## config.mk

```make
export PLATFORM = sky130hd
export DESIGN_NAME = signed_decimal_ascii_formatter_core
export DESIGN_NICKNAME = d
export VERILOG_FILES = /design/src/rtl/sdaf_pkg.sv /design/src/rtl/signed_decimal_ascii_formatter_core.sv /design/src/rtl/sdaf_front.sv /design/src/rtl/sdaf_fifo.sv /design/src/rtl/sdaf_back.sv
export VERILOG_INCLUDE_DIRS = /design/src /design/src/rtl
export SDC_FILE = /design/constraint.sdc
export NUM_CORES = 1
export LEC_CHECK = 0
export BUFFER_PORTS_ARGS = -buffer_cell sky130_fd_sc_hd__buf_2
export CAP_MARGIN = 0
export CELL_PAD_IN_SITES_DETAIL_PLACEMENT = 0
export CELL_PAD_IN_SITES_GLOBAL_PLACEMENT = 1
export CORE_MARGIN = 1.5
export CORE_UTILIZATION = 48
export DETAILED_ROUTE_END_ITERATION = 7
export GPL_TIMING_DRIVEN = 0
export PLACE_DENSITY_LB_ADDON = 0.1
export REMOVE_ABC_BUFFERS = 1
export SETUP_SLACK_MARGIN = 0.5
export SYNTH_ARGS = -nofsm -noshare
export SYNTH_HDL_FRONTEND = slang
export SYNTH_HIERARCHICAL = 1
export SYNTH_SLANG_ARGS = --single-unit
export TNS_END_PERCENT = 20
```

## constraint.sdc

```tcl
create_clock -name clk -period 4.8 [get_ports clk]
set_clock_uncertainty 0.1 [all_clocks]
set_input_delay 0.24 -clock clk [delete_from_list [all_inputs] [get_ports clk]]
set_output_delay 0.24 -clock clk [all_outputs]
set_load 0.1 [all_outputs]
```

## src/rtl/signed_decimal_ascii_formatter_core_macros.svh

```systemverilog
// Assertion helpers for the formatter RTL, used by sdaf_back.
`ifndef SIGNED_DECIMAL_ASCII_FORMATTER_CORE_MACROS_SVH
`define SIGNED_DECIMAL_ASCII_FORMATTER_CORE_MACROS_SVH

// Same-cycle implication, quiet during reset.
`define SDAF_ASSERT_NOW(label, clk, rst, ante, cons) \
  label: assert property (@(posedge clk) disable iff (rst) (ante) |-> (cons)) \
    else $error("sdaf check failed");

// Next-cycle implication, quiet during reset.
`define SDAF_ASSERT_NEXT(label, clk, rst, ante, cons) \
  label: assert property (@(posedge clk) disable iff (rst) (ante) |=> (cons)) \
    else $error("sdaf sequence check failed");

`endif

```

## src/rtl/sdaf_pkg.sv

```systemverilog
`default_nettype none
package sdaf_pkg;

  localparam int unsigned InWidth    = 16;
  localparam int unsigned MagWidth   = 14;
  localparam int unsigned ByteWidth  = 8;
  localparam int unsigned QueueDepth = 2;

  localparam logic [MagWidth-1:0]  MagLimit   = 14'd9999;
  localparam logic [MagWidth-1:0]  ScaleThou  = 14'd1000;
  localparam logic [MagWidth-1:0]  ScaleHund  = 14'd100;
  localparam logic [MagWidth-1:0]  ScaleTens  = 14'd10;

  localparam logic [ByteWidth-1:0] AsciiZero  = 8'h30;
  localparam logic [ByteWidth-1:0] AsciiMinus = 8'h2D;
  localparam logic [ByteWidth-1:0] AsciiCr    = 8'h0D;

  // Sign flag and saturated magnitude of one input item.
  typedef struct packed {
    logic                neg;
    logic [MagWidth-1:0] mag;
  } entry_t;

  // Position within the six-byte output run.
  typedef enum logic [2:0] {
    POS_SIGN,
    POS_THOU,
    POS_HUND,
    POS_TENS,
    POS_UNITS,
    POS_CR
  } pos_t;

  typedef struct packed {
    logic [3:0]          digit;
    logic [MagWidth-1:0] sub;
  } digit_t;

  // Largest k in 0..9 with k*scale <= rem; rem must stay below 10*scale.
  function automatic digit_t digit_step(input logic [MagWidth-1:0] rem,
                                        input logic [MagWidth-1:0] scale);
    digit_t r;
    logic [MagWidth-1:0] thresh;
    r.digit = 4'd0;
    r.sub   = '0;
    for (int k = 1; k <= 9; k++) begin
      thresh = MagWidth'(k * scale);
      if (rem >= thresh) begin
        r.digit = 4'(k);
        r.sub   = thresh;
      end
    end
    return r;
  endfunction

endpackage
`default_nettype wire

```

## src/rtl/signed_decimal_ascii_formatter_core.sv

```systemverilog
`default_nettype none
// Signed decimal text formatter: each signed 16-bit value taken on the s_ side leaves
// the m_ side as six ASCII bytes, one per beat: a sign byte ('-' when negative, else
// '0'), the thousands, hundreds, tens and units digits of the magnitude (saturated at
// 9999, so -32768 reads "-9999"), then a carriage return flagged with m_tlast. The
// output port moves one byte per cycle while m_tready is high; a value passes the
// input register, the queue and the output register before its sign byte appears.
// A queue of QUEUE_DEPTH entries between the input classifier and the digit sequencer
// keeps s_tready high while the output stalls, until it and the input register fill.
// No reset-time initialization pass is needed.
module signed_decimal_ascii_formatter_core #(
  parameter int unsigned QUEUE_DEPTH = sdaf_pkg::QueueDepth
) (
  input  wire logic                                clk,
  input  wire logic                                rst,
  input  wire logic                                s_tvalid,
  output logic                                     s_tready,
  input  wire logic signed [sdaf_pkg::InWidth-1:0] s_tdata,   // [15:0] signed_value
  output logic                                     m_tvalid,
  input  wire logic                                m_tready,
  output logic [sdaf_pkg::ByteWidth-1:0]           m_tdata,   // [7:0] text_byte
  output logic                                     m_tlast    // is_last
);

  logic             push_valid;
  logic             push_ready;
  sdaf_pkg::entry_t push_data;
  logic             pop_valid;
  logic             pop_ready;
  sdaf_pkg::entry_t pop_data;

  sdaf_front u_front (
    .clk        (clk),
    .rst        (rst),
    .s_tvalid   (s_tvalid),
    .s_tready   (s_tready),
    .s_tdata    (s_tdata),
    .push_valid (push_valid),
    .push_ready (push_ready),
    .push_data  (push_data)
  );

  sdaf_fifo #(
    .DEPTH (QUEUE_DEPTH)
  ) u_fifo (
    .clk        (clk),
    .rst        (rst),
    .push_valid (push_valid),
    .push_ready (push_ready),
    .push_data  (push_data),
    .pop_valid  (pop_valid),
    .pop_ready  (pop_ready),
    .pop_data   (pop_data)
  );

  sdaf_back u_back (
    .clk       (clk),
    .rst       (rst),
    .pop_valid (pop_valid),
    .pop_ready (pop_ready),
    .pop_data  (pop_data),
    .m_tvalid  (m_tvalid),
    .m_tready  (m_tready),
    .m_tdata   (m_tdata),
    .m_tlast   (m_tlast)
  );

endmodule
`default_nettype wire

```

## src/rtl/sdaf_front.sv

```systemverilog
`default_nettype none
module sdaf_front (
  input  wire logic                                 clk,
  input  wire logic                                 rst,
  input  wire logic                                 s_tvalid,
  output logic                                      s_tready,
  input  wire logic signed [sdaf_pkg::InWidth-1:0]  s_tdata,
  output logic                                      push_valid,
  input  wire logic                                 push_ready,
  output sdaf_pkg::entry_t                          push_data
);

  logic                    fv;
  sdaf_pkg::entry_t        fe;
  sdaf_pkg::entry_t        fe_next;
  logic [sdaf_pkg::InWidth-1:0] abs_val;

  // Two's complement magnitude fits 16 unsigned bits, even for the most negative value.
  always_comb begin
    abs_val = s_tdata[sdaf_pkg::InWidth-1] ? (~s_tdata + 16'd1) : s_tdata;
    fe_next.neg = s_tdata[sdaf_pkg::InWidth-1];
    if (abs_val > {2'b00, sdaf_pkg::MagLimit}) begin
      fe_next.mag = sdaf_pkg::MagLimit;
    end else begin
      fe_next.mag = abs_val[sdaf_pkg::MagWidth-1:0];
    end
  end

  assign s_tready   = !fv || push_ready;
  assign push_valid = fv;
  assign push_data  = fe;

  always_ff @(posedge clk) begin
    if (rst) begin
      fv <= 1'b0;
    end else if (s_tready) begin
      fv <= s_tvalid;
    end
  end

  always_ff @(posedge clk) begin
    if (s_tready && s_tvalid) begin
      fe <= fe_next;
    end
  end

endmodule
`default_nettype wire

```

## src/rtl/sdaf_fifo.sv

```systemverilog
`default_nettype none
module sdaf_fifo #(
  parameter int unsigned DEPTH = sdaf_pkg::QueueDepth
) (
  input  wire logic              clk,
  input  wire logic              rst,
  input  wire logic              push_valid,
  output logic                   push_ready,
  input  wire sdaf_pkg::entry_t  push_data,
  output logic                   pop_valid,
  input  wire logic              pop_ready,
  output sdaf_pkg::entry_t       pop_data
);

  localparam int unsigned AW = $clog2(DEPTH);
  localparam int unsigned CW = $clog2(DEPTH + 1);

  sdaf_pkg::entry_t mem [DEPTH];
  logic [AW-1:0]    wr_ptr;
  logic [AW-1:0]    rd_ptr;
  logic [CW-1:0]    count;
  logic             do_push;
  logic             do_pop;

  assign push_ready = (count != CW'(DEPTH));
  assign pop_valid  = (count != '0);
  assign pop_data   = mem[rd_ptr];
  assign do_push    = push_valid && push_ready;
  assign do_pop     = pop_valid && pop_ready;

  always_ff @(posedge clk) begin
    if (rst) begin
      wr_ptr <= '0;
      rd_ptr <= '0;
      count  <= '0;
    end else begin
      if (do_push) begin
        wr_ptr <= (wr_ptr == AW'(DEPTH - 1)) ? '0 : wr_ptr + AW'(1);
      end
      if (do_pop) begin
        rd_ptr <= (rd_ptr == AW'(DEPTH - 1)) ? '0 : rd_ptr + AW'(1);
      end
      if (do_push && !do_pop) begin
        count <= count + CW'(1);
      end else if (do_pop && !do_push) begin
        count <= count - CW'(1);
      end
    end
  end

  always_ff @(posedge clk) begin
    if (do_push) begin
      mem[wr_ptr] <= push_data;
    end
  end

endmodule
`default_nettype wire

```

## src/rtl/sdaf_back.sv

```systemverilog
`default_nettype none
`include "signed_decimal_ascii_formatter_core_macros.svh"
module sdaf_back (
  input  wire logic                            clk,
  input  wire logic                            rst,
  input  wire logic                            pop_valid,
  output logic                                 pop_ready,
  input  wire sdaf_pkg::entry_t                pop_data,
  output logic                                 m_tvalid,
  input  wire logic                            m_tready,
  output logic [sdaf_pkg::ByteWidth-1:0]       m_tdata,
  output logic                                 m_tlast
);

  sdaf_pkg::pos_t                   pos;
  sdaf_pkg::pos_t                   pos_next;
  logic [sdaf_pkg::MagWidth-1:0]    rem;
  logic [sdaf_pkg::MagWidth-1:0]    rem_next;
  logic [sdaf_pkg::ByteWidth-1:0]   byte_next;
  logic                             last_next;
  logic                             out_load;
  logic                             out_free;
  sdaf_pkg::digit_t                 dg;

  assign out_free = !m_tvalid || m_tready;

  always_comb begin
    pos_next  = pos;
    rem_next  = rem;
    byte_next = sdaf_pkg::AsciiZero;
    last_next = 1'b0;
    out_load  = 1'b0;
    pop_ready = 1'b0;
    dg        = '0;
    if (out_free) begin
      unique case (pos)
        sdaf_pkg::POS_SIGN: begin
          if (pop_valid) begin
            pop_ready = 1'b1;
            out_load  = 1'b1;
            byte_next = pop_data.neg ? sdaf_pkg::AsciiMinus : sdaf_pkg::AsciiZero;
            rem_next  = pop_data.mag;
            pos_next  = sdaf_pkg::POS_THOU;
          end
        end
        sdaf_pkg::POS_THOU: begin
          dg        = sdaf_pkg::digit_step(rem, sdaf_pkg::ScaleThou);
          out_load  = 1'b1;
          byte_next = sdaf_pkg::AsciiZero + 8'(dg.digit);
          rem_next  = rem - dg.sub;
          pos_next  = sdaf_pkg::POS_HUND;
        end
        sdaf_pkg::POS_HUND: begin
          dg        = sdaf_pkg::digit_step(rem, sdaf_pkg::ScaleHund);
          out_load  = 1'b1;
          byte_next = sdaf_pkg::AsciiZero + 8'(dg.digit);
          rem_next  = rem - dg.sub;
          pos_next  = sdaf_pkg::POS_TENS;
        end
        sdaf_pkg::POS_TENS: begin
          dg        = sdaf_pkg::digit_step(rem, sdaf_pkg::ScaleTens);
          out_load  = 1'b1;
          byte_next = sdaf_pkg::AsciiZero + 8'(dg.digit);
          rem_next  = rem - dg.sub;
          pos_next  = sdaf_pkg::POS_UNITS;
        end
        sdaf_pkg::POS_UNITS: begin
          out_load  = 1'b1;
          byte_next = sdaf_pkg::AsciiZero + 8'(rem[3:0]);
          pos_next  = sdaf_pkg::POS_CR;
        end
        sdaf_pkg::POS_CR: begin
          out_load  = 1'b1;
          byte_next = sdaf_pkg::AsciiCr;
          last_next = 1'b1;
          pos_next  = sdaf_pkg::POS_SIGN;
        end
        default: begin
          pos_next = sdaf_pkg::POS_SIGN;
        end
      endcase
    end
  end

  always_ff @(posedge clk) begin
    if (rst) begin
      pos <= sdaf_pkg::POS_SIGN;
    end else begin
      pos <= pos_next;
    end
  end

  always_ff @(posedge clk) begin
    rem <= rem_next;
  end

  // Output register: refill whenever the slot is empty or being drained.
  always_ff @(posedge clk) begin
    if (rst) begin
      m_tvalid <= 1'b0;
    end else if (out_free) begin
      m_tvalid <= out_load;
    end
  end

  always_ff @(posedge clk) begin
    if (out_load) begin
      m_tdata <= byte_next;
      m_tlast <= last_next;
    end
  end

  `SDAF_ASSERT_NOW(a_last_is_cr, clk, rst, m_tvalid && m_tlast, m_tdata == sdaf_pkg::AsciiCr)
  `SDAF_ASSERT_NOW(a_rem_in_range, clk, rst, pos != sdaf_pkg::POS_SIGN,
                   rem <= sdaf_pkg::MagLimit)
  `SDAF_ASSERT_NOW(a_units_single_digit, clk, rst, pos == sdaf_pkg::POS_UNITS,
                   rem < sdaf_pkg::ScaleTens)
  `SDAF_ASSERT_NEXT(a_cr_closes_run, clk, rst, out_free && pos == sdaf_pkg::POS_CR,
                    pos == sdaf_pkg::POS_SIGN && m_tvalid && m_tlast)

endmodule
`default_nettype wire

```

# Word-level counts from Yosys, hierarchy flattened
# Memories as Yosys holds them, arrays and structs flattened. A register that Yosys moved wholly into a read port is not among the register bits.
# Cells that the tools add are included.
[totals]
reg_bits = 47
latch_bits = 0
ram_bits = 30
mem_bits_ro = 0
in_bits = 20
out_inout_bits = 11
wordCells = 133
memories = 1
[classes]
addsub = 12
n_mul = 0
n_div = 0
magnitude_cmp = 28
n_eq_ne = 7
shift = 0
mux = 55
bitwise = 1
n_reduce_logical = 18
[memory_table]
columns = ["name", "depth", "word_bits", "read_ports", "rd_clocked_by_memory_dff", "wr", "line_no", "source"]
rows = [
  ["u_fifo.mem", 2, 15, 1, 1, 1, "sdaf_fifo.sv:18", "sdaf_pkg::entry_t mem [DEPTH];"],
]
[ops]
columns = ["cell", "count"]
rows = [
  ["$mux W18", 12],
  ["$mux W17", 12],
  ["$mux W16", 7],
  ["$ge A14 B10 Y1 const B", 5],
  ["$ge A14 B13 Y1 const B", 4],
  ["$ge A14 B7 Y1 const B", 4],
  ["$pmux W14 S4", 1],
  ["$pmux W8 S6", 1],
  ["$mux W15", 3],
  ["$ge A14 B6 Y1 const B", 3],
  ["$ge A14 B9 Y1 const B", 3],
  ["$sub A14 B14 Y14", 3],
  ["$add A6 B4 Y7 const A", 4],
  ["$ge A14 B12 Y1 const B", 2],
  ["$ge A14 B5 Y1 const B", 2],
  ["$add A16 B1 Y16 const B", 1],
  ["$gt A16 B14 Y1 const B", 1],
  ["$not A16 Y16", 1],
  ["$pmux W3 S5", 1],
  ["$ge A14 B11 Y1 const B", 1],
  ["$ge A14 B14 Y1 const B", 1],
  ["$ge A14 B4 Y1 const B", 1],
  ["$ge A14 B8 Y1 const B", 1],
  ["$mux W14", 1],
  ["other kinds (22)", 46],
]

# Longest topological paths before layout
[depth]
word_depth = 14
depth_mapped = 17
ltp_nobuf = 15

# By module
# The synthesis kept the hierarchy.
[by_module_without_submodules]
columns = ["module", "n_inst", "cells_each", "area_each_um2", "seq_area_each_um2"]
rows = [
  ["sdaf_back", 1, 357, 2708.8, 710.7],
  ["sdaf_fifo", 1, 71, 1312.5, 1001.0],
  ["sdaf_front", 1, 102, 1042.2, 470.5],
]

# Worst setup path before layout
# OpenSTA, ideal clock, no wires.
[synth_timing]
path_type = "register to register"
startpoint = "register u_back/rem[12] in the netlist's numbering"
endpoint = "register u_back/rem[12] in the netlist's numbering, data pin"
setup_ps = 268
arrival_time_ps = 3619
setup_slack_ps = 813
stages_incl_launch_ff = 15
path_buffers = 1
path_cell_list = "edfxtp_1 -> or4_4 -> buf_6 -> or4_4 -> a21oi_1 -> nand2_1 -> a311oi_1 -> a21oi_1 -> ha_1 -> or3_1 -> o31ai_1 -> o21ai_0 -> o41ai_1 -> xnor2_1 -> o21ai_0"
[synth_between]
elab_chain_len = 14
word_cells_on_any_way = 64
cone_classes = "3 x add/sub; 27 x order compare; 34 x mux"
[synth_rtl]
columns = ["element", "line_no", "source"]
rows = [
  ["from (decl)", "sdaf_back.sv:17", "logic [sdaf_pkg::MagWidth-1:0] rem;"],
  ["from (signal assigned)", "sdaf_back.sv:94", "rem <= rem_next;"],
  ["$ge A14 B4 Y1 (tied with other cells)", "sdaf_pkg.sv:48", "if (rem >= thresh) begin"],
  ["$mux W15", "sdaf_pkg.sv:48", ""],
  ["$mux W16 (2 in series)", "sdaf_pkg.sv:48", ""],
  ["$mux W17 (4 in series)", "sdaf_pkg.sv:48", ""],
  ["$mux W18 (2 in series)", "sdaf_pkg.sv:48", ""],
  ["$mux W18", "sdaf_back.sv:36", "unique case (pos)"],
  ["$mux W18", "sdaf_back.sv:35", "if (out_free) begin"],
  ["$sub A14 B14 Y14, on equally long branches", "sdaf_back.sv:64, sdaf_back.sv:50, sdaf_back.sv:57", ""],
  ["$pmux W14 S4 (*)", "sdaf_back.sv:36", ""],
]
# Mark *: on every way between the ends. The rest lies on a longest branch, timed or not. The select of a mux whose other input is x is not followed.
# A chain may end at the register's enable or synchronous reset.

# Worst setup path in the final report
[layout_timing]
startpoint = "register u_back/rem[10] in the netlist's numbering"
endpoint = "register u_back/rem[12] in the netlist's numbering, data pin"
# Same word-level chain as after synthesis.

==> flow_summary.json <==
{
  "status": "finished clean",
  "antennaDiodeCount": 0,
  "register_area_sq_um": 2180,
  "finalNetCount": 617,
  "yosys-top-cells-count": "sky130_fd_sc_hd__edfxtp_1, sky130_fd_sc_hd__nor2_1, sky130_fd_sc_hd__nand2_1",
  "layout_cells_sized_above_1_pct": 25.9,
  "fin_crit_sh_pct": 88.4,
  "min_clock_period_post_route_ns": 4.25,
  "post-synth-top-count-cell": "sky130_fd_sc_hd__edfxtp_1",
  "synthFlopType": "sky130_fd_sc_hd__edfxtp_1",
  "max_slew_margin_pct": 35.3,
  "core-area_sq_um": 10300,
  "grt_pass1_vias": 3662,
  "maxCapViolCount": 0,
  "cts.htree.levels": 3,
  "post_synth_num_cell_types": 78,
  "dr_total_vias": 4170,
  "cp-start-kind": "flop",
  "grt_max_degree": 30,
  "cpMaxStageDelayCell": "sky130_fd_sc_hd__or4_4",
  "numCtsBuffers": 9,
  "cts.clk_slew.worst_paths_ns": 0.09,
  "topRoutingLayerUsed": "met4",
  "syn_to_final_growth_pct": 16.4,
  "worst_path_class_setup": "flop to flop",
  "dp_hpwl_mm": 7.77,
  "syn_area_sq_um": 5060,
  "syn_avg_cell_area_sq_um": 9.55,
  "min-delay-path-class": "input port to flop",
  "cts_root_buffer": "sky130_fd_sc_hd__clkbuf_8",
  "holdBufCountCts": 0,
  "critical_path.endpoint_type": "flop",
  "met2_length_mm": 5.52,
  "crit_path_cell_trace": "or4_4 > or4_4 > a21oi_4 > nand2_1 > a311oi_1 > a21oi_1 > ha_1 > or3_4 > o31ai_4 > o21ai_2 > o41ai_2 > xnor2_1 > o21ai_1",
  "async_flop_share_pct": 0,
  "fp-row-count": 37,
  "leakage_nw": 2.19,
  "critPathArrivalTime_ns": 4.24,
  "die_height_microns": 106,
  "critical_path.most_common_cell": "sky130_fd_sc_hd__or4_4",
  "wirelength_mm": 11.5,
  "grt_setup_unrepaired": "yes",
  "boundaryPins": 31,
  "cts_tree": "done",
  "drv_slew": 0,
  "setup_viol": 0,
  "met3_wirelength_microns": 543,
  "clkLatencyLatePin_ns": 0.35,
  "floorplan.die_area_sq_um": 11200,
  "grt.total_usage_pct": 19.4,
  "power.density_cell_area_nw_per_um2": 745,
  "gp_weighted_congestion": 0.906,
  "detailedPlace.worstSlack_ns": 0.0161,
  "ir_worst_vdd_uv": 426,
  "number_of_synthesized_register_bits": 76,
  "nFillCells": 921,
  "ant_nets": 0,
  "max_freq_mhz": 236,
  "max_slew.worst_pin.slew_ns": 0.969,
  "yosys.area.top_type": "sky130_fd_sc_hd__edfxtp_1",
  "fin_util_pct": 57.3,
  "final.hold.worst_slack_ns": 0.0215,
  "detail_route.vias_per_cell": 5.77,
  "post-route-drc-count": 0,
  "initial_antenna_violation_count": 0,
  "synth-warning-count": 6,
  "first_pass_iters": 4,
  "drt_iter0_markers": 202,
  "required_ns": 4.80,
  "met1_length_mm": 4.85,
  "finalSetupTns_ns": 0,
  "synth-edff-count": 66,
  "multi_input_logic_area_sq_um": 2810,
  "wire_per_inst_microns": 15.9,
  "grt.overflow.total": 0,
  "hold_viol_final": 0,
  "timing.critical_path.fanout_max": 7,
  "clockBufferDepth": 2,
  "dieWidth_microns": 106,
  "final_worst_setup_slack_ns": 0.555,
  "critical_path.max_stage_delay_ns": 0.58,
  "synth_seq_area_share_pct": 43.1,
  "tritoncts_num_sinks": 76,
  "synthTopCellsByArea": "sky130_fd_sc_hd__edfxtp_1, sky130_fd_sc_hd__dfxtp_1, sky130_fd_sc_hd__nor2_1, sky130_fd_sc_hd__xor2_1, sky130_fd_sc_hd__o21ai_0",
  "grt_first_pass_wirelength_mm": 17.3,
  "netlist_instances": 530,
  "starting_density_of_the_core_pct": 49.3,
  "buffer_ports.inserted": 28,
  "synth_top_area_share_pct": 39.1
}
[layout by cell type, fill, tap and decap left out, types with 10 or more instances in the layout]
cell type,n
sky130_fd_sc_hd__edfxtp_1,66
sky130_fd_sc_hd__nor2_1,49
sky130_fd_sc_hd__nand2_1,47
sky130_fd_sc_hd__buf_4,42
sky130_fd_sc_hd__o21ai_0,32
sky130_fd_sc_hd__a21oi_1,29
sky130_fd_sc_hd__buf_2,28
sky130_fd_sc_hd__xor2_1,21
sky130_fd_sc_hd__inv_1,16
sky130_fd_sc_hd__mux2_2,15
sky130_fd_sc_hd__nor3_1,14
sky130_fd_sc_hd__ha_1,13
sky130_fd_sc_hd__nand2b_1,12
sky130_fd_sc_hd__or2_2,10
sky130_fd_sc_hd__dfxtp_1,10
[cell type report]
type	instances	area share, %
clock buffer	10	2.53
clock inverter	6	0.892
inverter	17	1.08
multi-input combinational	407	47.7
sequential	76	37.0
tap	136	2.89
timing repair buffer	71	7.86
[path summary, 6_finish.rpt]
check                             start                 end  slack (ns)  cells after the start
setup / recovery         u_back/rem[10]      u_back/rem[12]        0.55                     13
setup reg to reg         u_back/rem[10]      u_back/rem[12]        0.55                     13
hold reg to reg   u_front/push_data[11]   u_fifo/mem[0][11]        0.35                      0
hold / removal                 s_tvalid  u_front/push_valid        0.02                      3
[routing by layer]
layer / track usage (%) / vias up
li1: - / 2066
met1: 23.6 / 1913
met2: 32.8 / 147
met3: 3.53 / 44
met4: 9.94 / 0
met5: 0 / -
[registers in the layout, summed over array words and instances (netlist names), 2 cells and up, named ones only]
register           cells
u_back/m_tdata         6
u_back/pos             3
u_back/rem            14
u_fifo/count           2
u_fifo/mem            30
u_front/push_data     15
[power breakdown]
group	leakage, nW	internal [W]	switching [W]
Clock	0.0970	0.000228	0.000248
Combinational	1.40	0.00112	0.00163
Sequential	0.688	0.000964	0.000190
Total	2.19	0.00232	0.00207
[repair_timing]
item                                    CTS  global route
endpoints found under the setup margin    8             5
gates resized for setup                   4            28
gates cloned                              0             1
buffers inserted                          1            42
pin swaps                                 0            14
[metrics by stage]
step / instances / cell area, sq um / total power (W)
finish: 723 / 5890 / 0.00439
global route: 723 / 5890 / 0.00471
CTS: 680 / 5440 / 0.00391
detailed placement: 663 / 5220 / 0.00339
global placement: 663 / 5220 / 0.00338
floorplan: 499 / 4910 / 0.00290
[logic make-up after synthesis]
group | Yosys count | share of synthesized area [%]
fa+ha+maj | 17 | 4.25
buf+inv | 49 | 4.37
compound gates | 150 | 20.4
other cells | 1 | 0.0741
xor+xnor | 24 | 4.15
flops | 76 | 43.1
simple gates | 194 | 19.5
mux | 19 | 4.13
[critical path: cells and delay by family (launching register included)]
family                   cells  cell delay [ns]
AND/OR/NAND/NOR              4             1.62
AO/OA/AOI/OAI                7             1.35
flip-flops                   1             0.51
adder cells (fa/ha/maj)      1             0.25
XOR/XNOR                     1             0.16
(Power assumes the default switching activity.)
